===== src/rtl/tod_pkg.sv =====
// shared constants, register codes and stage types of the time-of-day reader
package tod_pkg;

	localparam int TICKS_PER_SECOND = 100;
	localparam int USEC_PER_SEC     = 1000000;
	localparam int USEC_PER_TICK    = USEC_PER_SEC / TICKS_PER_SECOND;
	localparam int LOST_US_W        = 16 + $clog2(USEC_PER_TICK + 1);

	// 1000000 = 2^6 * 15625: the low six bits pass straight into the remainder
	localparam int DIV_SHIFT   = 6;
	localparam int DIV_ODD     = USEC_PER_SEC / (2 ** DIV_SHIFT);
	localparam int RECIP_SHIFT = 44;
	localparam longint unsigned DIV_RECIP_FULL = (64'd1 << RECIP_SHIFT) / DIV_ODD;
	localparam logic [30:0] DIV_RECIP = DIV_RECIP_FULL[30:0];

	localparam int IN_W  = 168;
	localparam int OUT_W = 56;

	typedef enum logic [1:0] {
		REG_COUNTER_SHIFT  = 2'd0,
		REG_SCALE_FRACTION = 2'd1,
		REG_SCALE_INTEGER  = 2'd2
	} cfg_reg_t;

	typedef struct packed {
		logic [4:0]  counter_shift;
		logic [31:0] scale_fraction;
		logic [31:0] scale_integer;
	} cfg_t;

	// what rides along with the quotient digits through the divider
	typedef struct packed {
		logic [31:0] base_seconds;
		logic        reset_floor;
		logic [31:0] rest;
	} side_t;

endpackage


===== src/rtl/tod_div_step.sv =====
// one quotient digit of the divide by one million: reciprocal multiply, then correction
module tod_div_step (
	input  logic           clk,
	input  logic           arst_n,
	input  logic           en,
	input  logic           in_valid,
	input  logic [35:0]    x,
	input  logic [31:0]    q_in,
	input  tod_pkg::side_t side_in,
	output logic           out_valid,
	output logic [19:0]    r_out,
	output logic [31:0]    q_out,
	output tod_pkg::side_t side_out
);
	import tod_pkg::*;

	logic [29:0] xh_c;
	logic [60:0] prod_c;

	logic        v_s1, v_s2;
	logic [29:0] xh_s1;
	logic [5:0]  xl_s1;
	logic [15:0] qe_s1;
	logic [31:0] q_in_s1;
	side_t       side_s1;

	logic [29:0] rr_c;
	logic        fix_c;
	logic [29:0] rem_c;

	logic [19:0] r_s2;
	logic [31:0] q_s2;
	side_t       side_s2;

	assign xh_c   = x[35:DIV_SHIFT];
	assign prod_c = xh_c * DIV_RECIP;

	// estimate is the true quotient or one below it
	assign rr_c  = xh_s1 - 30'(qe_s1 * 30'(DIV_ODD));
	assign fix_c = rr_c >= 30'(DIV_ODD);
	assign rem_c = fix_c ? rr_c - 30'(DIV_ODD) : rr_c;

	always_ff @(posedge clk or negedge arst_n) begin
		if (!arst_n) begin
			v_s1 <= 1'b0;
			v_s2 <= 1'b0;
		end else if (en) begin
			v_s1 <= in_valid;
			v_s2 <= v_s1;
		end
	end

	always_ff @(posedge clk) begin
		if (en) begin
			xh_s1   <= xh_c;
			xl_s1   <= x[DIV_SHIFT-1:0];
			qe_s1   <= prod_c[RECIP_SHIFT +: 16];
			q_in_s1 <= q_in;
			side_s1 <= side_in;

			r_s2    <= {rem_c[13:0], xl_s1};
			q_s2    <= {q_in_s1[15:0], qe_s1 + 16'(fix_c)};
			side_s2 <= side_s1;
		end
	end

	assign out_valid = v_s2;
	assign r_out     = r_s2;
	assign q_out     = q_s2;
	assign side_out  = side_s2;

endmodule


===== config.mk =====
export PLATFORM = sky130hd
export DESIGN_NAME = tod_div_step
export DESIGN_NICKNAME = d
export VERILOG_FILES = /design/src/rtl/tod_pkg.sv /design/src/rtl/tod_div_step.sv
export SDC_FILE = /design/constraint.sdc
export NUM_CORES = 1
export LEC_CHECK = 0
export ABC_AREA = 1
export BUFFER_PORTS_ARGS = -buffer_cell sky130_fd_sc_hd__buf_2
export CORE_ASPECT_RATIO = 0.5
export CORE_MARGIN = 10
export CORE_UTILIZATION = 30
export CTS_BUF_LIST = sky130_fd_sc_hd__clkbuf_16
export CTS_CLUSTER_SIZE = 28
export DETAILED_ROUTE_END_ITERATION = 7
export SLEW_MARGIN = 25
export SYNTH_ARGS = -nofsm -noshare
export SYNTH_HDL_FRONTEND = slang
export SYNTH_SLANG_ARGS = --single-unit

===== constraint.sdc =====
create_clock -name clk -period 6.35 [get_ports clk]
set_clock_uncertainty 0.05 [all_clocks]
set_input_delay 0.3175 -clock clk [delete_from_list [all_inputs] [get_ports clk]]
set_output_delay 0.3175 -clock clk [all_outputs]
set_load 0.1 [all_outputs]

; ---- After elaboration in Yosys (flattened, before gate mapping)
; Index checks and enable logic that the tools add are counted.
[classes]
n_mux = 1
n_mul = 2
magnitude_cmp = 1
add_sub_neg = 3
[ops]
columns = cell, count
row1 = $mul 30x30->59 const B, 1
row2 = $ge 30x14->1 const B, 1
row3 = $mul 16x14->30 const B, 1
row4 = $sub 30x30->30, 1
row5 = $add 16x1->16, 1
row6 = $mux 14, 1
row7 = $sub 14x14->14 const B, 1
[totals]
reg_bits = 252
out_inout_bits = 118

; ---- Longest topological paths before layout
; Gate-level depths: netlist (run 1).
[depth]
ltp_word = 4
depth_mapped = 36
mapped_depth_nobuf = 36

; ---- Least setup slack after synthesis (run 1)
; Ideal clock, no wire load.
[synth_timing]
path_kind = reg2reg
from = register qe_s1[4]
to = register q_s2[14], in the netlist q_out[14], data pin
synth_period_minus_slack_ns = 6.489
path_slack_ns = -0.139
t_required_ns = 6.033
stages_incl_launch_ff = 33
arrival_time_ns = 6.172
setup_time_ns = 0.267
n_path_buf = 0
cell_sequence = edfxtp_1 -> inv_1 -> fa_1 -> fa_1 -> inv_1 -> fa_1 -> fa_1 -> inv_1 -> fa_1 -> inv_1 -> fa_1 -> inv_1 -> ha_1 -> a21oi_1 -> nand2_1 -> a21oi_1 -> nor2_1 -> nor2_1 -> nand2_1 -> nand2_1 -> nand2_1 -> nor2_1 -> nand2_1 -> nor2_1 -> nand2_1 -> ha_1 -> ha_1 -> nand3_1 -> inv_1 -> nand2_1 -> inv_1 -> nand4_1 -> xor2_1
[synth_via]
elab_chain_len = 4
[synth_lines]
columns = element, line
row1 = "start, declared", tod_div_step.sv:23  ; logic [15:0] qe_s1;
row2 = "start signal, assigned", tod_div_step.sv:57  ; qe_s1 <= prod_c[RECIP_SHIFT +: 16];
row3 = $mul 16x14->30, tod_div_step.sv:39  ; assign rr_c = xh_s1 - 30'(qe_s1 * 30'(DIV_ODD));
row4 = $sub 30x30->30, tod_div_step.sv:39
row5 = $ge 30x14->1, tod_div_step.sv:40  ; assign fix_c = rr_c >= 30'(DIV_ODD);
row6 = $add 16x1->16 *, tod_div_step.sv:62  ; q_s2 <= {q_in_s1[15:0], qe_s1 + 16'(fix_c)};
row7 = "end signal, assigned", tod_div_step.sv:62
row8 = "end, declared", tod_div_step.sv:32  ; logic [31:0] q_s2;
; Mark *: on every way between the ends. The rest lies on a longest branch, timed or not.
; A chain may end at the register's enable or synchronous reset.

; ---- Worst setup path after layout (run 1)
[layout_timing]
from = register qe_s1[4]
to = register q_s2[15], in the netlist q_out[15], data pin
; Same word-level chain as after synthesis.

==> run_results.csv, run 1 <==
group,metric,value,unit
run_status,status,"finished clean",
floorplanning,die_w,467,microns
placement,hpwl,71800,microns
critical_path,end_kind,"flop",
timing,report.final.slew_viol_count,0,
global_route,grt-ovfl-total,0,
logic_synthesis,synth_nets,4007,
timing,fin_ws,0.101,ns
clocking,clk_pin_slew_worst_paths,0.06,ns
timing,post-route-period-util,0.984,
clocking,cts_buffers,29,
global_route,grt_start_max_net_pins,145,
critical_path,worstPathMaxFanout,4,
global_route,grt_pass1_wl,128000,microns
floorplanning,pin_count,255,
clocking,clock_latency,0.57,ns
logic_synthesis,synth_edf_count,250,
global_route,antenna_found_initial,1,
floorplanning,rows,81,
job,drv_cap,0,
critical_path,cpPeakStageDelay,0.58,ns
critical_path,slowest_stage,"fa_2",
drt,finalWirelength,82200,microns
cells_and_area,final_cells,4954,
logic_synthesis,synth.most_common_cell,"inv_1",
drt,drt_iter0_markers,979,
drt,antenna_left,0,
cells_and_area,fillers,9661,
critical_path,critPathLaunchType,"flop",
placement,dp_cells,4796,
clocking,clock-sinks,252,
logic_synthesis,yosysTopAreaCellShare,0.286,
critical_path,worstPathBufferInverterCount,4,
cells_and_area,drive_above_1_share,0.207,
timing,relSlewSlack,0.399,
logic_synthesis,ys_seq_area_frac,0.252,
timing,layout_min_cycle_time,6.25,ns
global_route,grt_use_met1,0.173,
cells_and_area,area_delta_synth_final,25.1,%
logic_synthesis,synth_top_cells_by_area,"fa_1, edfxtp_1, ha_1",
logic_synthesis,synthesis.area,30000,sq um
cells_and_area,seq_area,7560,sq um
global_route,grtUsageMet2,0.264,
critical_path,path_delay_family,"adder cells",
floorplanning,dieArea,114000,sq um
drt,routedWlPerCell,16.6,microns
placement,io_buffer_count,238,
logic_synthesis,synth_top_flop_cell,"edfxtp_1",
logic_synthesis,synthArstFlopShare,0.00794,
drt,route.detailed.drc,0,
global_route,first_global_vias,23300,
global_route,use_met3,0.0149,
clocking,cts_root_buffer,"clkbuf_16",
floorplanning,start_util,0.305,
critical_path,cp.arrival,6.50,ns
min_path,hold_class,"input pin to asynchronous set/reset pin",
timing,fmax,160,MHz
cells_and_area,multi_input_area,19600,sq um
timing,setup_tns,0,ns
timing,tightestPinTransition,0.902,ns
drt,via_count,21400,
placement,dp_slack,-0.423,ns
critical_path,critPathKind,"flop to flop",
logic_synthesis,avgSynthCellArea,10.2,sq um
cells_and_area,nNetsFinal,4663,
drt,via_per_inst,4.32,
critical_path,crit_path_frequent_cell,"nand2_1",
logic_synthesis,synthDistinctLibCells,42,
logic_synthesis,synthCells,2946,
clocking,cts_tree,"yes",
timing,finalHoldViolations,0,
floorplanning,coreArea,98400,sq um
global_route,grt_usage,0.143,
logic_synthesis,yosys-top-cells-count,"inv_1, ha_1, fa_1",
critical_path,reg2reg_from,"qe_s1[4]",
clocking,cts-htree-levels,1,
floorplanning,die_h,243,microns
timing,setup_viol,0,
clocking,clockBufferDepth,3,
logic_synthesis,yosysTopAreaCell,"fa_1",
critical_path,required,6.60,ns
drt,drtPass1Iterations,5,
placement,gp_congestion,0.876,
global_route,grt.busiest_layer,"met2",
critical_path,critPathLaunch,"qe_s1[4]",
logic_synthesis,ys.warnings.count,0,
timing,rsz0062_at_grt,"yes",
logic_synthesis,synth_seq_cells,252,
[stage by stage]
| step | hold slack, ns | instance area [sq um] | utilization |
|---|---|---|---|
| finish | 0.0519 | 37500 | 0.381 |
| global route | 0.0327 | 37500 | 0.381 |
| CTS | 0.0230 | 37200 | 0.378 |
| detailed placement | 0.0591 | 35100 | 0.356 |
| global placement | 0.0537 | 35100 | 0.356 |
| floorplan | -0.0281 | 30000 | - |
[registers in the layout (all words and copies together) (netlist names)]
| name | count |
|---|---|
| r_out | 20 |
| side_out | 65 |
| side_s1 | 65 |
| xh_s1 | 30 |
| qe_s1 | 16 |
| v_s1 | 1 |
| xl_s1 | 6 |
| q_in_s1 | 16 |
| out_valid | 1 |
| q_out | 32 |
[per-layer routing]
metal  share of wire  up-vias  routed length (microns)
met5         0.00011        -                        9
met4           0.035        2                     2900
met3           0.031      134                     2550
met2            0.52      341                    42400
met1            0.42    10500                    34300
li1                -    10400                        -
[worst register-to-register path: cells and delay by family, from the launching register on]
kind                       cells  cell delay [ns]
adders and majority gates      8             3.54
and+or+nand+nor               12             1.04
AOI/OAI and AO/OA              3             0.47
buffers and inverters          4             0.39
DFF                            1             0.36
xor gates and xnor gates       1             0.14
[final timing paths]
kind	end	slack, ns	cells after the start
max	q_out[15]	0.10	28
min reg2reg	side_out[19]	0.37	0
min	out_valid	0.05	2
max reg2reg	q_out[15]	0.10	28
max in group asynchronous	v_s1	6.10	2
min in group clk	xh_s1[1]	0.08	2
[cells by family (layout without fill, tap and decap cells)]
kind of cell | after synthesis | count (layout) | share of synthesized area
adder cells (fa/ha/maj) | 924 | 924 | 0.493
buffers and inverters | 882 | 1561 | 0.111
AND/OR/NAND/NOR | 647 | 647 | 0.0935
flip-flops | 252 | 252 | 0.252
AO/OA/AOI/OAI | 198 | 198 | 0.0364
XOR/XNOR | 43 | 43 | 0.0137
other | 0 | 1 | 0
[final cells by class]
cell class,instances,area share
timing repair buffer,627,0.118
multi-input combinational,1812,0.523
sequential,252,0.202
inverter,880,0.0882
tap,1328,0.0443
clock inverter,25,0.00577
clock buffer,29,0.0194
antenna,1,0.0000667
[timing repair]
action                                 4_1_cts  5_1_grt
endpoints found under the hold margin       90        0
pin swaps                                   40       61
setup endpoints to repair                   15       27
buffers inserted                             7        7
hold buffers                                89        0
cloned                                       0        0
gates resized for setup                     64       66
[cells in the final DEF, fill, tap and decap left out, types with 16 or more instances in the layout]
cell             n
inv_1          851
ha_1           485
fa_1           423
nand2_1        312
buf_4          291
edfxtp_1       250
buf_2          237
nor2_1         135
a21oi_1         91
dlygate4sd3_1   89
nand3_1         57
o21ai_0         49
nand2_2         41
inv_2           31
clkbuf_16       29
nand4_1         28
xor2_1          26
nor2_2          16
Power of run 1 is not shown: default switching activity piles up to over one toggle a cycle in this logic, so the estimate is an artifact.
==> inputs of run 2 (changes only) <==
--- a/config.mk
+++ b/config.mk
@@ -13,6 +13,7 @@
 export CTS_BUF_LIST = sky130_fd_sc_hd__clkbuf_16
 export CTS_CLUSTER_SIZE = 28
 export DETAILED_ROUTE_END_ITERATION = 7
+export RECOVER_POWER = 25
 export SLEW_MARGIN = 25
 export SYNTH_ARGS = -nofsm -noshare
 export SYNTH_HDL_FRONTEND = slang
==> run 2 against run 1 <==
Final cell count unchanged. Register-to-register slack barely moved. Sequential cell count stayed put. Routed wire length about the same. Fmax shrank 0.84%. Die area unchanged. Worst hold slack worse by 0.00077 ns. Cell area down 0.15%. Non-clock buffer count unchanged. Via count is essentially flat. Critical endpoint is now qe_s1[10].
==> run_results.csv, run 2 (same netlist as run 1, synthesis figures left out) <==
group,metric,value,unit
drt,routedWlPerCell,16.6,microns
timing,holdWs,0.0512,ns
global_route,first_global_vias,23300,
placement,dpl-instance-area,35100,sq um
clocking,cts_buffers,29,
placement,hpwl,71800,microns
cells_and_area,final_area,37400,sq um
timing,relSlewSlack,0.376,
timing,layout_min_cycle_time,6.30,ns
floorplanning,start_util,0.305,
clocking,clock_latency,0.57,ns
clocking,clk_pin_slew_worst_paths,0.06,ns
critical_path,end_kind,"flop",
drt,drtPass1Iterations,5,
cells_and_area,area_delta_synth_final,24.9,%
timing,setup_viol,0,
cells_and_area,nNetsFinal,4663,
run_status,status,"finished clean",
drt,via_count,21400,
floorplanning,rows,81,
cells_and_area,final_common_cell,"inv_1",
drt,drt_iter0_markers,1007,
timing,tightestPinTransition,0.935,ns
timing,rsz0062_at_grt,"yes",
floorplanning,die_h,243,microns
floorplanning,coreArea,98400,sq um
clocking,clock-sinks,252,
timing,post-route-period-util,0.992,
timing,fmax,159,MHz
floorplanning,dieArea,114000,sq um
clocking,cts-htree-levels,1,
placement,io_buffer_count,238,
placement,gp_congestion,0.876,
cells_and_area,seq_area,7560,sq um
global_route,antenna_found_initial,2,
cells_and_area,fillers,9685,
global_route,grt_start_max_net_pins,145,
drt,antenna_left,0,
global_route,grt_pass1_wl,128000,microns
min_path,hold_class,"input pin to asynchronous set/reset pin",
cells_and_area,multi_input_area,19600,sq um
global_route,grt_usage,0.143,
critical_path,worstPathMaxFanout,4,
job,drv_cap,0,
timing,finalHoldViolations,0,
global_route,grt-ovfl-total,0,
clocking,cts_root_buffer,"clkbuf_16",
floorplanning,die_w,467,microns
clocking,clockBufferDepth,3,
drt,route.detailed.drc,0,
critical_path,critPathLaunchType,"input pin",
critical_path,critPathKind,"input pin to flop",
clocking,cts_tree,"yes",
floorplanning,pin_count,255,
drt,via_per_inst,4.32,
critical_path,required,6.61,ns
cells_and_area,final_cell_mix,"inv_1, ha_1, fa_1",
cells_and_area,drive_above_1_share,0.199,
critical_path,cp.arrival,6.56,ns
drt,finalWirelength,82100,microns
timing,report.final.slew_viol_count,0,
timing,setup_tns,0,ns
==> run 2: stage by stage <==
step / cells / util / setup slack (ns)
floorplan: 2946 / - / 0.0130
global placement: 4796 / 0.356 / -0.344
detailed placement: 4796 / 0.356 / -0.423
CTS: 4946 / 0.378 / 0.00828
global route: 4953 / 0.380 / -0.204
finish: 4954 / 0.380 / 0.0481
==> run 2: cell type report <==
cell class                      instances  share of cell area
Multi-Input combinational cell       1812               0.523
Sequential cell                       252               0.202
Timing Repair Buffer                  627               0.117
Inverter                              880              0.0883
Tap cell                             1328              0.0444
Clock buffer                           29              0.0194
Clock inverter                         25             0.00578
Antenna cell                            1           0.0000669
==> run 2: worst paths after layout <==
check,startpoint,to,slack [ns],cells after the start
setup / recovery,x[17],qe_s1[10],0.05,22
hold / removal,arst_n,out_valid,0.05,2
setup reg to reg,qe_s1[4],q_out[15],0.10,28
hold reg to reg,side_s1[19],side_out[19],0.37,0
max in group asynchronous,arst_n,v_s1,6.07,2
min in group clk,en,side_out[6],0.23,1
==> run 2: per-layer routing <==
metal / vias up / part of all wire / track usage
met3: 132 / 0.031 / 0.0149
met2: 324 / 0.52 / 0.264
met1: 10500 / 0.42 / 0.173
met5: - / 0.00016 / 0
met4: 2 / 0.034 / 0.0439
li1: 10400 / - / -
==> run 2: worst max-delay path, stage by stage <==
cell      delay [ns]
clkbuf_1        0.55
ha_1            0.29
inv_1           0.10
fa_1            0.56
inv_1           0.05
fa_1            0.48
fa_1            0.53
inv_1           0.06
fa_1            0.51
fa_1            0.49
inv_1           0.05
fa_1            0.49
ha_1            0.31
ha_1            0.32
a21oi_1         0.19
o21ai_0         0.13
a21oi_1         0.23
buf_4           0.17
o21ai_0         0.07
a31oi_1         0.30
o21ai_0         0.19
xor2_1          0.17
==> run 2: repair_timing <==
item / 4_1_cts / 5_1_grt
setup endpoints to repair: 15 / 27
hold endpoints to repair: 90 / 0
pin swaps: 40 / 61
setup buffers: 7 / 7
gates resized for setup: 64 / 66
hold buffers: 89 / 0
Power of run 2 is left out for the same reason.
==> inputs of run 3 (changes only) <==
--- a/config.mk
+++ b/config.mk
@@ -13,7 +13,9 @@
 export CTS_BUF_LIST = sky130_fd_sc_hd__clkbuf_16
 export CTS_CLUSTER_SIZE = 28
 export DETAILED_ROUTE_END_ITERATION = 7
+export HOLD_SLACK_MARGIN = 0.12
 export RECOVER_POWER = 25
+export SETUP_SLACK_MARGIN = 0.1
 export SLEW_MARGIN = 25
 export SYNTH_ARGS = -nofsm -noshare
 export SYNTH_HDL_FRONTEND = slang
==> run 3 against run 2 <==
Worst hold slack gained 0.16 ns. Register-to-register slack lost 0.13 ns. The run now ends with negative setup slack left. Cell area grew 1.9%. Sequential share of layout area shrank 0.37 points. Final cell count grew 0.71%. First-iteration DRC count shrank 4.1%.
==> run_results.csv, run 3 (same netlist as run 1, synthesis figures left out) <==
group,metric,value,unit
timing,relSlewSlack,0.384,
timing,layout_min_cycle_time,6.38,ns
floorplanning,die_h,243,microns
placement,gp_congestion,0.880,
global_route,antenna_found_initial,0,
global_route,grt-ovfl-total,0,
floorplanning,dieArea,114000,sq um
clocking,clk_pin_slew_worst_paths,0.06,ns
floorplanning,coreArea,98400,sq um
placement,dpl-instance-area,35300,sq um
cells_and_area,fillers,9604,
clocking,cts_tree,"yes",
drt,antenna_left,0,
cells_and_area,area_delta_synth_final,27.2,%
timing,report.final.slew_viol_count,0,
clocking,clock_latency,0.58,ns
global_route,first_global_vias,23300,
global_route,grt_usage,0.141,
timing,fin_ws,-0.0344,ns
critical_path,crit_path_frequent_cell,"nand2_1",
critical_path,required,6.63,ns
floorplanning,start_util,0.305,
run_status,status,"complete, but fails checks",
critical_path,critPathLaunchType,"flop",
floorplanning,die_w,467,microns
drt,via_count,21600,
drt,via_per_inst,4.32,
cells_and_area,final_common_cell,"inv_1",
clocking,cts_buffers,28,
timing,post-route-period-util,1.01,
cells_and_area,final_cell_mix,"inv_1, ha_1, fa_1",
floorplanning,rows,81,
placement,dp_slack,-0.520,ns
drt,route.detailed.drc,0,
critical_path,slowest_stage,"fa_1",
global_route,grt_start_max_net_pins,145,
cells_and_area,nNetsFinal,4700,
placement,hpwl,70200,microns
drt,drtPass1Iterations,7,
timing,tightestPinTransition,0.924,ns
timing,setup_viol,4,
clocking,cts_root_buffer,"clkbuf_16",
critical_path,end_kind,"flop",
clocking,clockBufferDepth,3,
placement,dp_cells,4816,
drt,routedWlPerCell,16.4,microns
cells_and_area,final_cells,4989,
drt,finalWirelength,81700,microns
critical_path,worstPathMaxFanout,4,
clocking,cts-htree-levels,1,
timing,holdWs,0.213,ns
cells_and_area,final_area,38100,sq um
global_route,grt_pass1_wl,127000,microns
job,drv_cap,0,
min_path,hold_class,"input pin to flop",
timing,rsz0062_at_grt,"yes",
run_status,violations,"negative setup slack",
timing,fmax,157,MHz
drt,drt_iter0_markers,966,
cells_and_area,antennaDiodeCount,0,
placement,io_buffer_count,238,
critical_path,cp.arrival,6.67,ns
clocking,clock-sinks,252,
timing,finalHoldViolations,0,
floorplanning,pin_count,255,
cells_and_area,drive_above_1_share,0.217,
critical_path,cpPeakStageDelay,0.59,ns
critical_path,critPathKind,"flop to flop",
[run 3: cell count changes in the layout (fill, tap and decap cells not counted), sizes merged]
cell         delta
bufinv          +4
clkbuf          -1
clkinv          -3
clkinvlp        +1
buf            +33
inv             -3
nand2           +3
diode           -1
dlygate4sd3     +2
[run 3: final cells by class]
class,count,area (sq um),area share
Sequential cell,252,7560,0.198
Tap cell,1328,1660,0.0436
Clock inverter,24,309,0.00811
Clock buffer,28,701,0.0184
Timing Repair Buffer,662,4760,0.125
Multi-Input combinational cell,1815,19800,0.520
Inverter,880,3310,0.0868
[run 3: stage by stage]
step	setup TNS, ns	util
floorplan	0	-
finish	-0.0961	0.387
CTS	0	0.382
global placement	-5.94	0.358
detailed placement	-6.80	0.358
global route	-3.86	0.387
[run 3: critical path, delay by kind of cell, from the launching register on]
family / cells / cell delay (ns)
flip-flops: 1 / 0.44
buffers and inverters: 8 / 0.81
adder cells (fa/ha/maj): 8 / 3.47
XOR/XNOR: 1 / 0.13
AND/OR/NAND/NOR: 13 / 1.09
AO/OA/AOI/OAI: 1 / 0.15
[run 3: repair_timing]
item | in CTS | in global routing
hold buffers | 91 | 0
gates resized for setup | 87 | 110
setup buffers | 17 | 13
gates cloned | 0 | 3
setup endpoints to repair | 17 | 40
endpoints found under the hold margin | 91 | 0
pin swaps | 68 | 83
[run 3: final timing paths]
kind | from | slack, ns | to | cells past startpoint
hold reg to reg | side_s1[56] | 0.37 | side_out[56] | 0
setup reg to reg | qe_s1[2] | -0.03 | q_out[15] | 31
setup / recovery | qe_s1[2] | -0.03 | q_out[15] | 31
hold / removal | x[27] | 0.21 | xh_s1[21] | 2
max in group asynchronous | arst_n | 5.57 | v_s1 | 3
min in group asynchronous | arst_n | 0.55 | out_valid | 3
[run 3: layer usage]
metal / share of wire / GRT usage / vias to the layer above
met2: 0.53 / 0.265 / 279
met1: 0.42 / 0.173 / 10700
li1: - / - / 10500
met4: 0.021 / 0.0310 / 0
met5: 0 / 0 / -
met3: 0.029 / 0.0128 / 80
Power of run 3 is left out for the same reason.
