--- config.mk ---
export PLATFORM = sky130hd
export DESIGN_NAME = tod_out
export DESIGN_NICKNAME = d
export VERILOG_FILES = /design/src/rtl/tod_pkg.sv /design/src/rtl/tod_out.sv
export SDC_FILE = /design/constraint.sdc
export NUM_CORES = 1
export LEC_CHECK = 0
export BUFFER_PORTS_ARGS = -buffer_cell sky130_fd_sc_hd__buf_2
export CAP_MARGIN = 25
export CORE_UTILIZATION = 45
export DETAILED_ROUTE_END_ITERATION = 10
export PLACE_DENSITY_LB_ADDON = 0.2
export SLEW_MARGIN = 40
export SYNTH_ARGS = -nofsm -noshare
export SYNTH_HDL_FRONTEND = slang
export SYNTH_SLANG_ARGS = --single-unit
--- constraint.sdc ---
create_clock -name clk -period 5.6 [get_ports clk]
set_input_delay 0.28 -clock clk [delete_from_list [all_inputs] [get_ports clk]]
set_output_delay 0.28 -clock clk [all_outputs]
set_load 0.02 [all_outputs]
--- src/rtl/tod_pkg.sv ---
// shared constants, register codes and stage types of the time-of-day reader
package tod_pkg;

	localparam int TICKS_PER_SECOND = 100;
	localparam int USEC_PER_SEC     = 1000000;
	localparam int USEC_PER_TICK    = USEC_PER_SEC / TICKS_PER_SECOND;
	localparam int LOST_US_W        = 16 + $clog2(USEC_PER_TICK + 1);

	// 1000000 = 2^6 * 15625: the low six bits pass straight into the remainder
	localparam int DIV_SHIFT   = 6;
	localparam int DIV_ODD     = USEC_PER_SEC / (2 ** DIV_SHIFT);
	localparam int RECIP_SHIFT = 44;
	localparam longint unsigned DIV_RECIP_FULL = (64'd1 << RECIP_SHIFT) / DIV_ODD;
	localparam logic [30:0] DIV_RECIP = DIV_RECIP_FULL[30:0];

	localparam int IN_W  = 168;
	localparam int OUT_W = 56;

	typedef enum logic [1:0] {
		REG_COUNTER_SHIFT  = 2'd0,
		REG_SCALE_FRACTION = 2'd1,
		REG_SCALE_INTEGER  = 2'd2
	} cfg_reg_t;

	typedef struct packed {
		logic [4:0]  counter_shift;
		logic [31:0] scale_fraction;
		logic [31:0] scale_integer;
	} cfg_t;

	// what rides along with the quotient digits through the divider
	typedef struct packed {
		logic [31:0] base_seconds;
		logic        reset_floor;
		logic [31:0] rest;
	} side_t;

endpackage

--- src/rtl/tod_out.sv ---
// seconds add, monotonic floor clamp and output register with skid stage
module tod_out (
	input  logic           clk,
	input  logic           arst_n,
	input  logic           in_valid,
	input  logic [31:0]    quot,
	input  logic [19:0]    micros,
	input  tod_pkg::side_t side,
	output logic           ready,
	output logic           m_tvalid,
	input  logic           m_tready,
	output logic [31:0]    time_seconds,
	output logic [19:0]    time_micros
);
	import tod_pkg::*;

	logic [31:0] floor_sec_q;
	logic [19:0] floor_us_q;
	logic        out_valid_q, skid_valid_q;
	logic [31:0] out_sec_q, skid_sec_q;
	logic [19:0] out_us_q, skid_us_q;

	logic [31:0] sec_c, floor_sec_c, res_sec_c;
	logic [19:0] res_us_c;
	logic        below_c, load_c, direct_c;

	assign ready = !skid_valid_q;

	assign sec_c       = side.base_seconds + quot;
	// a floor reset clears only the seconds; the microseconds still compare
	assign floor_sec_c = side.reset_floor ? 32'd0 : floor_sec_q;
	assign below_c     = (sec_c < floor_sec_c)
	                   || ((sec_c == floor_sec_c) && (micros < floor_us_q));
	assign res_sec_c   = below_c ? floor_sec_c : sec_c;
	assign res_us_c    = below_c ? floor_us_q : micros;

	assign load_c   = ready && in_valid;
	assign direct_c = !out_valid_q || m_tready;

	always_ff @(posedge clk or negedge arst_n) begin
		if (!arst_n) begin
			floor_sec_q  <= 32'd0;
			floor_us_q   <= 20'd0;
			out_valid_q  <= 1'b0;
			skid_valid_q <= 1'b0;
		end else begin
			if (load_c) begin
				floor_sec_q <= res_sec_c;
				floor_us_q  <= res_us_c;
			end
			if (load_c && direct_c) begin
				out_valid_q <= 1'b1;
			end else if (load_c) begin
				skid_valid_q <= 1'b1;
			end else if (m_tready) begin
				if (skid_valid_q) begin
					skid_valid_q <= 1'b0;
				end else begin
					out_valid_q <= 1'b0;
				end
			end
		end
	end

	always_ff @(posedge clk) begin
		if (load_c && direct_c) begin
			out_sec_q <= res_sec_c;
			out_us_q  <= res_us_c;
		end else if (load_c) begin
			skid_sec_q <= res_sec_c;
			skid_us_q  <= res_us_c;
		end else if (m_tready && skid_valid_q) begin
			out_sec_q <= skid_sec_q;
			out_us_q  <= skid_us_q;
		end
	end

	assign m_tvalid     = out_valid_q;
	assign time_seconds = out_sec_q;
	assign time_micros  = out_us_q;

endmodule

After elaboration in Yosys (flattened, before gate mapping)
Index checks and enable logic that the tools add are counted.
- register bits: 158
- output and inout bits: 54
- logic and storage cells: 45
- add/sub/neg operators: 1
- $lt $le $gt $ge: 2
- equality and inequality tests: 3
- mux-type cells: 15
- bitwise operators: 1
- reductions and logical operators: 15
- operator list (operator ; count):
    two-way mux 32 bit ; 5
    two-way mux 20 bit ; 4
    adder 32 bit ; 1
    == test 32 bit ; 1
    less-than comparator 32 bit ; 1
    less-than comparator 20 bit ; 1
    two-way mux 1 bit ; 6
    AND reduction 2 bit ; 3
    nonzero test 2 bit ; 3
    logical AND 1 bit ; 4
    != test 2 x 1 -> 1 bit, second input constant ; 2
    AND reduction 3 bit ; 1
    logical NOT 1 bit ; 2
    logical OR 1 bit ; 2
    inverter 1 bit ; 1

Logic depth before layout (Yosys ltp)
Gate-level depths: netlist of the first run.
- depth in word-level cells: 6
- gate-level depth with buffers: 21

Worst setup path before layout of the first run
Ideal clock, no wire load.
- path kind: register to register
- start: reg skid_valid_q
- end: reg out_us_q[0] (netlist: time_micros[0]), enable pin
- setup time: 0.534 ns
- arrival time: 4.189 ns
- required time: 5.066 ns
- path slack: 0.877 ns
- stages on the path, launching flop included: 3
- period minus slack after synthesis: 4.723 ns
- cells stage by stage: dfrtp_1 inv_1 o21ai_0
- cells in the longest elaborated chain, start to end: 5
- elaborated cells on any way between the ends: 7
- those cells by class: eq/ne: 1; reduce/logical: 6
- RTL lines (item ; line ; text):
    start: declaration ; tod_out.sv:19 ; logic out_valid_q, skid_valid_q;
    start signal: assignment ; tod_out.sv:45 ; skid_valid_q <= 1'b0;
    start signal: assignment ; tod_out.sv:54 ; skid_valid_q <= 1'b1;
    start signal: assignment ; tod_out.sv:57 ; skid_valid_q <= 1'b0;
    logical NOT 1 bit (*) ; tod_out.sv:27 ; assign ready = !skid_valid_q;
    via ready ; tod_out.sv:9 ; output logic ready,
    logical AND 1 bit (*) ; tod_out.sv:37 ; assign load_c = ready && in_valid;
    logical AND 1 bit ; tod_out.sv:66 ; if (load_c && direct_c) begin
    != test 2 x 1 -> 1 bit (no source line) or nonzero test 2 bit (tied branches) ; - ;
    AND reduction 2 bit (no source line) (*) ; - ;
    end signal: assignment ; tod_out.sv:68 ; out_us_q <= res_us_c;
    end signal: assignment ; tod_out.sv:74 ; out_us_q <= skid_us_q;
    end: declaration ; tod_out.sv:21 ; logic [19:0] out_us_q, skid_us_q;
Mark *: on every way through the listed nets, which the timed path passes. The rest lies on a longest branch.
A chain may end at the register's enable or synchronous reset.

Final worst setup path of the first run
- start: in quot[6]
- end: reg floor_sec_q[7]
- cells in the longest elaborated chain, start to end: 5
- elaborated cells on any way between the ends: 6
- those cells by class: add/sub: 1; order compare: 1; eq/ne: 1; mux: 1; reduce/logical: 2
- RTL lines (item ; line ; text):
    start: declaration ; tod_out.sv:6 ; input logic [31:0] quot,
    adder 32 bit (*) ; tod_out.sv:29 ; assign sec_c = side.base_seconds + quot;
    parallel branches: the longest is 3 deep, another holds less-than comparator 32 bit ; - ;
    two-way mux 32 bit (*) ; tod_out.sv:34 ; assign res_sec_c = below_c ? floor_sec_c : sec_c;
    end signal: assignment ; tod_out.sv:48 ; floor_sec_q <= res_sec_c;
    end: declaration ; tod_out.sv:17 ; logic [31:0] floor_sec_q;
Mark *: on every way between the ends.

==> results of run 1 <==
==> layout make-up <==
type / instances / area, sq um
Sequential cell: 158 / 4474
Timing Repair Buffer: 163 / 899.6
Clock inverter: 14 / 135.1
Clock buffer: 18 / 429.2
Fill cell: 1920 / 9733
Inverter: 30 / 112.6
Multi-Input combinational cell: 657 / 4827
Tap cell: 275 / 344.1
==> state kept, by name, indices dropped and copies added (netlist names) <==
| register | flops |
|---|---|
| skid_sec_q | 32 |
| m_tvalid | 1 |
| floor_sec_q | 32 |
| skid_us_q | 20 |
| time_micros | 20 |
| skid_valid_q | 1 |
| floor_us_q | 20 |
| time_seconds | 32 |
==> through the flow <==
| step | power, mW | worst slack, ns | instances |
|---|---|---|---|
| after floorplan | 3.104 | 0.8772 | 893 |
| after global placement | 3.581 | -0.01039 | 1282 |
| after detailed placement | 3.632 | -0.04350 | 1282 |
| after CTS | 4.743 | 0.3699 | 1314 |
| after global routing | 5.048 | 0.08099 | 1315 |
| final | 4.712 | 0.4013 | 1315 |
==> cell usage in the layout, fill, tap and decap left out, types with 17 or more instances in the layout <==
cell type / n
sky130_fd_sc_hd__a21o_1: 25
sky130_fd_sc_hd__a21oi_1: 53
sky130_fd_sc_hd__a22o_1: 37
sky130_fd_sc_hd__buf_2: 142
sky130_fd_sc_hd__buf_4: 17
sky130_fd_sc_hd__clkbuf_16: 17
sky130_fd_sc_hd__dfrtp_1: 54
sky130_fd_sc_hd__edfxtp_1: 104
sky130_fd_sc_hd__ha_1: 82
sky130_fd_sc_hd__inv_1: 30
sky130_fd_sc_hd__mux2_2: 37
sky130_fd_sc_hd__nand2_1: 83
sky130_fd_sc_hd__nand2b_1: 33
sky130_fd_sc_hd__nand3_1: 29
sky130_fd_sc_hd__nand4_1: 18
sky130_fd_sc_hd__nor2_1: 32
sky130_fd_sc_hd__o21ai_0: 64
sky130_fd_sc_hd__xnor2_1: 20
==> path summary, 6_finish.rpt <==
check / startpoint / to / slack, ns / cells after the start
max in group asynchronous: arst_n / floor_us_q[0]$_DFFE_PN0P_ / 4.73 / 3
min in group asynchronous: arst_n / floor_sec_q[4]$_DFFE_PN0P_ / 0.48 / 3
setup reg to reg: floor_sec_q[15]$_DFFE_PN0P_ / floor_sec_q[7]$_DFFE_PN0P_ / 1.98 / 11
hold reg to reg: floor_sec_q[27]$_DFFE_PN0P_ / floor_sec_q[27]$_DFFE_PN0P_ / 0.49 / 1
setup / recovery: quot[6] / floor_sec_q[7]$_DFFE_PN0P_ / 0.40 / 19
hold / removal: m_tready / skid_valid_q$_DFFE_PN0P_ / 0.06 / 2
==> cell families (layout without fill, tap and decap cells) <==
kind of cell | after synthesis | in the layout | synth area share
AOI/OAI and AO/OA | 258 | 258 | 0.1848
xor gates and xnor gates | 29 | 29 | 0.02805
adders and majority gates | 83 | 83 | 0.1091
buffers and inverters | 78 | 225 | 0.03470
DFF | 158 | 158 | 0.4665
muxes | 40 | 40 | 0.04709
and+or+nand+nor | 247 | 247 | 0.1298
==> power by group <==
group          switching (mW)  internal, mW  total [mW]
Sequential              0.126          1.65        1.78
Combinational            1.09         0.746        1.84
Clock                   0.477         0.617        1.09
==> routing by layer <==
layer	share of wire	routed length (um)	GRT usage
met1	0.50	10770	0.2967
met2	0.46	9913	0.3305
met3	0.034	744	0.03056
met4	0.0095	205	0.04794
met5	0	0	0
==> critical path: cells and delay by family <==
family,cells,cell delay [ns]
AO/OA/AOI/OAI,6,1.34
XOR/XNOR,1,0.43
adder cells (fa/ha/maj),2,0.64
buffers and inverters,3,0.68
AND/OR/NAND/NOR,7,2.15
==> impl_metrics.prom, run 1 <==
# TYPE chip_impl_metric gauge
chip_impl_info{name="status",value="finished, violations left"} 1
chip_impl_info{name="violations",value="DRC"} 1
chip_impl_metric{name="ys_warn_count",unit=""} 0
chip_impl_metric{name="num_antenna_cells",unit=""} 0
chip_impl_metric{name="cts_max_level",unit=""} 4
chip_impl_metric{name="slew_headroom",unit=""} 0.4766
chip_impl_metric{name="port_buffer_count",unit=""} 142
chip_impl_metric{name="critPathRequiredTime",unit="ns"} 5.96
chip_impl_metric{name="fmaxAchievable",unit="GHz"} 0.1924
chip_impl_metric{name="global_route_wire_length_before_repair",unit="mm"} 35.78
chip_impl_info{name="synth.most_common_cell",value="sky130_fd_sc_hd__edfxtp_1"} 1
chip_impl_metric{name="dp_hpwl",unit="mm"} 15.57
chip_impl_metric{name="clock-sinks",unit=""} 158
chip_impl_metric{name="coreArea",unit="sq um"} 20960
chip_impl_metric{name="dr.pass1.iters",unit=""} 7
chip_impl_metric{name="placement.cell_area",unit="sq um"} 10640
chip_impl_metric{name="ioPinCount",unit=""} 175
chip_impl_info{name="cts_tree",value="built"} 1
chip_impl_metric{name="grt-ovfl-total",unit=""} 0
chip_impl_metric{name="clock_path_buffers",unit=""} 2
chip_impl_metric{name="vias_per_cell",unit=""} 5.478
chip_impl_metric{name="count_of_routing_violations_after_the_opening_detailed_route_iteration",unit=""} 395
chip_impl_metric{name="clock_buffer_count_from_cts",unit=""} 17
chip_impl_info{name="criticalPathCategory",value="in2reg"} 1
chip_impl_metric{name="number_of_distinct_standard_cells_referenced_by_the_synthesized_netlist",unit=""} 69
chip_impl_metric{name="drt-wirelength-per-cell",unit="um"} 16.45
chip_impl_metric{name="syn-instance-count",unit=""} 893
chip_impl_metric{name="max_slew.worst_pin.slew",unit="ns"} 0.7851
chip_impl_metric{name="utilization_of_the_core_after_routing",unit=""} 0.5355
chip_impl_info{name="largest_area_contributor_in_the_netlist",value="sky130_fd_sc_hd__edfxtp_1"} 1
chip_impl_metric{name="die_w",unit="um"} 148.0
chip_impl_metric{name="critical-path-max-stage-delay",unit="ns"} 0.60
chip_impl_metric{name="grt_max_degree",unit=""} 64
chip_impl_metric{name="floorplan.rows",unit=""} 53
chip_impl_metric{name="dieArea",unit="sq um"} 21900
chip_impl_metric{name="synthesis.nets",unit=""} 1097
chip_impl_metric{name="first_global_vias",unit=""} 6956
chip_impl_info{name="rsz0062_at_grt",value="false"} 1
chip_impl_metric{name="antenna_found_initial",unit=""} 0
chip_impl_metric{name="synth-async-reset-ratio",unit=""} 0.3418
chip_impl_metric{name="clock_skew",unit="ns"} 0.01054
chip_impl_metric{name="gp_routability_congestion",unit=""} 0.8299
chip_impl_metric{name="timing.final.crit_share",unit=""} 0.9283
chip_impl_metric{name="p_leak",unit="nW"} 4.784
chip_impl_metric{name="fin_tns_setup",unit="ns"} 0
chip_impl_metric{name="ant_nets",unit=""} 0
chip_impl_metric{name="starting_density_of_the_core",unit=""} 0.4577
chip_impl_metric{name="detail_route.drc_violations",unit=""} 2
chip_impl_info{name="synth_ff_type",value="sky130_fd_sc_hd__edfxtp_1"} 1
chip_impl_info{name="path_cells",value="buf_2 > ha_1 > nand2_1 > or4_1 > nand3_2 > a21oi_1 > o21ai_1 > a21boi_0 > xnor2_1 > ha_1 > nand4_1 > nor4_1 > buf_4 > and3_1 > o2111ai_2 > and2_2 > o21ai_2 > buf_4 > a22o_1"} 1
chip_impl_info{name="crit_path_end_kind",value="flip-flop"} 1
chip_impl_metric{name="peakVddDrop",unit="uV"} 239.4
chip_impl_metric{name="ys_ff_latch",unit=""} 158
chip_impl_metric{name="finalWorstPathRequiredPeriod",unit="ns"} 5.199
chip_impl_metric{name="synthDominantCellAreaShare",unit=""} 0.3256
chip_impl_metric{name="layout-drive-gt1-share",unit=""} 0.2663
chip_impl_metric{name="cts_post_setup_buffers_inserted",unit=""} 0
chip_impl_metric{name="post_cts_resize_count",unit=""} 0
chip_impl_metric{name="fin_hold_ws",unit="ns"} 0.06390
chip_impl_metric{name="area_overhead_vs_synth",unit="%"} 17.00
chip_impl_metric{name="design.final.nets",unit=""} 1231
chip_impl_info{name="cpMaxStageDelayCell",value="sky130_fd_sc_hd__nor4_1"} 1
chip_impl_metric{name="critical_path_arrival",unit="ns"} 5.56
chip_impl_metric{name="post_synth_edffs",unit=""} 104
chip_impl_metric{name="die-height",unit="um"} 148.0
chip_impl_metric{name="cts_hold_buf",unit=""} 0
chip_impl_metric{name="finalHoldViolations",unit=""} 0
chip_impl_metric{name="via_count",unit=""} 7203
chip_impl_metric{name="power.density_cell_area",unit="nW/um^2"} 419.9
chip_impl_metric{name="mappedNetlistArea",unit="sq um"} 9592
chip_impl_metric{name="seq_area_frac_synth",unit=""} 0.4665
chip_impl_metric{name="stdcell_area",unit="sq um"} 11220
chip_impl_metric{name="clkLatencyLatePin",unit="ns"} 0.42
chip_impl_info{name="clock_tree.root_cell",value="sky130_fd_sc_hd__clkbuf_16"} 1
chip_impl_metric{name="clk_transition_reported_paths",unit="ns"} 0.07
chip_impl_metric{name="timing.max_cap.violations",unit=""} 0
chip_impl_info{name="yosys-top-cells-count",value="104 x sky130_fd_sc_hd__edfxtp_1, 83 x sky130_fd_sc_hd__nand2_1, 82 x sky130_fd_sc_hd__ha_1"} 1
chip_impl_metric{name="overall_fraction_of_global_route_tracks_in_use",unit=""} 0.2072
chip_impl_metric{name="highest_net_fanout_along_the_worst_path",unit=""} 24
chip_impl_metric{name="maxSlewViolCount",unit=""} 0
chip_impl_info{name="critPathLaunchType",value="primary input"} 1
chip_impl_metric{name="final-setup-viol-count",unit=""} 0
chip_impl_metric{name="postSynthAreaPerCell",unit="sq um"} 10.74
chip_impl_info{name="holdCritPathClass",value="in2reg"} 1
chip_impl_metric{name="detail_route.wirelength",unit="mm"} 21.64
chip_impl_info{name="yosys-top-cells-area",value="sky130_fd_sc_hd__edfxtp_1 33%, sky130_fd_sc_hd__dfrtp_1 14%, sky130_fd_sc_hd__ha_1 11%"} 1
No activity file was read; power rests on OpenSTA's default activity.
==> run 2: changes to the inputs <==
clock period = 4.7 ns   (was 5.6 ns; I/O delays follow)
==> impl_metrics.prom, run 2 (synthesis results as in run 1) <==
# TYPE chip_impl_metric gauge
chip_impl_info{name="status",value="finished, violations left"} 1
chip_impl_info{name="violations",value="DRC"} 1
chip_impl_info{name="path_cells",value="buf_2 > ha_1 > buf_4 > a211oi_1 > or4_1 > nand3_2 > a211oi_1 > buf_4 > a22oi_2 > a221oi_2 > xnor2_1 > ha_1 > a21o_1 > a21o_1 > a221oi_1 > o21ai_0 > a21o_1 > and2_4 > buf_12 > a22o_1 > mux2_2"} 1
chip_impl_metric{name="detail_route.wirelength",unit="mm"} 22.26
chip_impl_metric{name="power_switching_share",unit=""} 0.3582
chip_impl_info{name="r2r-end",value="floor_sec_q[23]$_DFFE_PN0P_"} 1
chip_impl_metric{name="design.final.nets",unit=""} 1298
chip_impl_metric{name="clock_skew",unit="ns"} 0.007854
chip_impl_metric{name="clkLatencyLatePin",unit="ns"} 0.43
chip_impl_info{name="criticalPathCategory",value="in2reg"} 1
chip_impl_info{name="rsz0062_at_grt",value="false"} 1
chip_impl_metric{name="power.internal",unit="mW"} 3.731
chip_impl_metric{name="grt_max_degree",unit=""} 55
chip_impl_metric{name="timing.critical_path.depth",unit=""} 21
chip_impl_metric{name="r2r.worst_path.cells",unit=""} 13
chip_impl_info{name="crit_family",value="compound AO/OA/AOI/OAI gates"} 1
chip_impl_metric{name="overall_fraction_of_global_route_tracks_in_use",unit=""} 0.2089
chip_impl_info{name="cpMaxStageDelayCell",value="sky130_fd_sc_hd__a211oi_1"} 1
chip_impl_metric{name="cts_max_level",unit=""} 4
chip_impl_metric{name="max_slew.worst_pin.slew",unit="ns"} 0.6832
chip_impl_info{name="clock_tree.root_cell",value="sky130_fd_sc_hd__clkbuf_16"} 1
chip_impl_info{name="final_cell_mix",value="142 x sky130_fd_sc_hd__buf_2, 104 x sky130_fd_sc_hd__edfxtp_1, 83 x sky130_fd_sc_hd__nand2_1"} 1
chip_impl_metric{name="utilization_of_the_core_after_routing",unit=""} 0.5614
chip_impl_metric{name="detail_route.drc_violations",unit=""} 2
chip_impl_metric{name="timing.critical_path.buf_inv",unit=""} 4
chip_impl_metric{name="power_share_of_the_combinational_group",unit=""} 0.407
chip_impl_metric{name="p_sw",unit="mW"} 2.082
chip_impl_metric{name="p_leak",unit="nW"} 5.141
chip_impl_metric{name="dr.pass1.iters",unit=""} 7
chip_impl_info{name="final_common_cell",value="sky130_fd_sc_hd__buf_2"} 1
chip_impl_metric{name="antenna_found_initial",unit=""} 0
chip_impl_metric{name="layout.filler_cells",unit=""} 1842
chip_impl_info{name="startpoint",value="quot[0]"} 1
chip_impl_metric{name="slew_headroom",unit=""} 0.5428
chip_impl_info{name="crit_path_frequent_cell",value="sky130_fd_sc_hd__a21o_1"} 1
chip_impl_metric{name="fmaxAchievable",unit="GHz"} 0.2226
chip_impl_metric{name="clock-sinks",unit=""} 158
chip_impl_metric{name="num_antenna_cells",unit=""} 0
chip_impl_metric{name="finalHoldViolations",unit=""} 0
chip_impl_metric{name="finalWorstPathRequiredPeriod",unit="ns"} 4.493
chip_impl_info{name="crit_path_end_kind",value="flip-flop"} 1
chip_impl_metric{name="layout-drive-gt1-share",unit=""} 0.3117
chip_impl_metric{name="stdcell_area",unit="sq um"} 11770
chip_impl_metric{name="dieArea",unit="sq um"} 21900
chip_impl_metric{name="starting_density_of_the_core",unit=""} 0.4577
chip_impl_metric{name="power.density_cell_area",unit="nW/um^2"} 494.1
chip_impl_metric{name="floorplan.rows",unit=""} 53
chip_impl_metric{name="final-setup-viol-count",unit=""} 0
chip_impl_metric{name="ioPinCount",unit=""} 175
chip_impl_metric{name="coreArea",unit="sq um"} 20960
chip_impl_metric{name="grt-ovfl-total",unit=""} 0
chip_impl_info{name="cp-endpoint",value="time_seconds[22]$_DFFE_PP_"} 1
chip_impl_metric{name="clock_path_buffers",unit=""} 2
chip_impl_metric{name="timing.max_cap.violations",unit=""} 0
chip_impl_info{name="critPathLaunchType",value="primary input"} 1
chip_impl_metric{name="highest_net_fanout_along_the_worst_path",unit=""} 26
chip_impl_metric{name="ant_nets",unit=""} 0
chip_impl_metric{name="gp_routability_congestion",unit=""} 0.8590
chip_impl_metric{name="first_global_vias",unit=""} 7220
chip_impl_metric{name="clk_transition_reported_paths",unit="ns"} 0.07
chip_impl_metric{name="power.share.clock",unit=""} 0.229
chip_impl_metric{name="timing.reg2reg.setup_slack",unit="ns"} 1.50
chip_impl_info{name="worstReg2RegStart",value="floor_sec_q[14]$_DFFE_PN0P_"} 1
chip_impl_metric{name="critical-path-max-stage-delay",unit="ns"} 0.33
chip_impl_metric{name="critPathRequiredTime",unit="ns"} 4.88
chip_impl_metric{name="global_route_wire_length_before_repair",unit="mm"} 35.99
chip_impl_metric{name="peakVddDrop",unit="uV"} 319.6
chip_impl_metric{name="timing.final.crit_share",unit=""} 0.9559
chip_impl_metric{name="port_buffer_count",unit=""} 142
chip_impl_metric{name="dp_hpwl",unit="mm"} 16.35
chip_impl_metric{name="via_count",unit=""} 7514
chip_impl_metric{name="placement.cell_area",unit="sq um"} 11130
chip_impl_metric{name="clock_buffer_count_from_cts",unit=""} 17
chip_impl_info{name="cts_tree",value="built"} 1
chip_impl_metric{name="drt-wirelength-per-cell",unit="um"} 16.11
chip_impl_metric{name="area_overhead_vs_synth",unit="%"} 22.66
chip_impl_metric{name="vias_per_cell",unit=""} 5.437
chip_impl_metric{name="seqPwrFrac",unit=""} 0.364
chip_impl_metric{name="layoutNonFillerInstCount",unit=""} 1382
chip_impl_metric{name="placedCellCount",unit=""} 1347
chip_impl_metric{name="maxSlewViolCount",unit=""} 0
chip_impl_metric{name="count_of_routing_violations_after_the_opening_detailed_route_iteration",unit=""} 431
chip_impl_info{name="holdCritPathClass",value="in2reg"} 1
chip_impl_metric{name="die-height",unit="um"} 148.0
chip_impl_metric{name="critical_path_arrival",unit="ns"} 4.68
chip_impl_metric{name="die_w",unit="um"} 148.0
run 2: cell count changes in the layout (fill, tap and decap cells not counted), moves of 2 or more:
cell | previous run | this run
sky130_fd_sc_hd__buf_4 | 17 | 77
sky130_fd_sc_hd__buf_6 | 1 | 5
sky130_fd_sc_hd__clkinv_2 | 1 | 3
sky130_fd_sc_hd__clkinvlp_4 | 4 | 0
sky130_fd_sc_hd__buf_8 | 0 | 2
run 2: repair_timing:
| action | CTS | global route |
|---|---|---|
| setup endpoints to repair | 0 | 96 |
| gates resized for setup | 0 | 9 |
| setup buffers | 0 | 0 |
| hold endpoints to repair | 16 | 0 |
| hold buffers | 2 | 0 |
run 2: worst min-delay path, cell delays in order:
cell	delay, ns
sky130_fd_sc_hd__buf_2	0.10
sky130_fd_sc_hd__nand2_1	0.04
sky130_fd_sc_hd__o21ai_0	0.06
run 2: metal layers:
| layer | wire [um] | track usage | vias to the layer above |
|---|---|---|---|
| li1 | - | - | 3739 |
| met1 | 10740 | 0.2929 | 3543 |
| met2 | 10180 | 0.3343 | 204 |
| met3 | 1054 | 0.03148 | 28 |
| met4 | 290 | 0.06031 | 0 |
| met5 | 0 | 0 | - |
run 2: worst min-delay path by stage:
stage / start / end / cells past startpoint
after floorplan: arst_n / floor_sec_q[0]$_DFFE_PN0P_ / 0
after global placement: m_tready / skid_valid_q$_DFFE_PN0P_ / 2
after detailed placement: m_tready / skid_valid_q$_DFFE_PN0P_ / 2
after CTS: micros[14] / floor_us_q[14]$_DFFE_PN0P_ / 3
after global routing: micros[13] / floor_us_q[13]$_DFFE_PN0P_ / 3
final: micros[18] / floor_us_q[18]$_DFFE_PN0P_ / 3
run 2: layout make-up:
class	count	area, sq um	share of cell area
multi-input cells	657	4843	0.4117
flip-flops and latches	158	4474	0.3803
repair buffers	230	1426	0.1212
clock buffers	18	429.2	0.03648
well taps	275	344.1	0.02925
clock inverters	14	135.1	0.01149
inverters	30	112.6	0.009571
run 2: metrics by stage:
step | setup TNS [ns] | hold slack, ns | power, mW | worst slack (ns)
3_3_place_gp | -21.97 | 0.4364 | 4.405 | -0.2924
4_1_cts | 0 | 0.04410 | 5.820 | 0.1071
6_report | 0 | 0.05198 | 5.813 | 0.2074
3_5_place_dp | -26.81 | 0.4426 | 4.471 | -0.3443
2_1_floorplan | 0 | -0.06059 | 3.695 | 0.2521
5_1_grt | 0 | 0.04684 | 6.193 | 0.01507
run 2: power groups by stage:
stage | registers [mW] | logic [mW] | clock network (mW)
2_1_floorplan | 2.23 | 1.47 | 0
3_3_place_gp | 2.13 | 2.27 | 0
3_5_place_dp | 2.14 | 2.33 | 0
4_1_cts | 2.12 | 2.35 | 1.35
5_1_grt | 2.16 | 2.63 | 1.40
6_report | 2.12 | 2.36 | 1.33
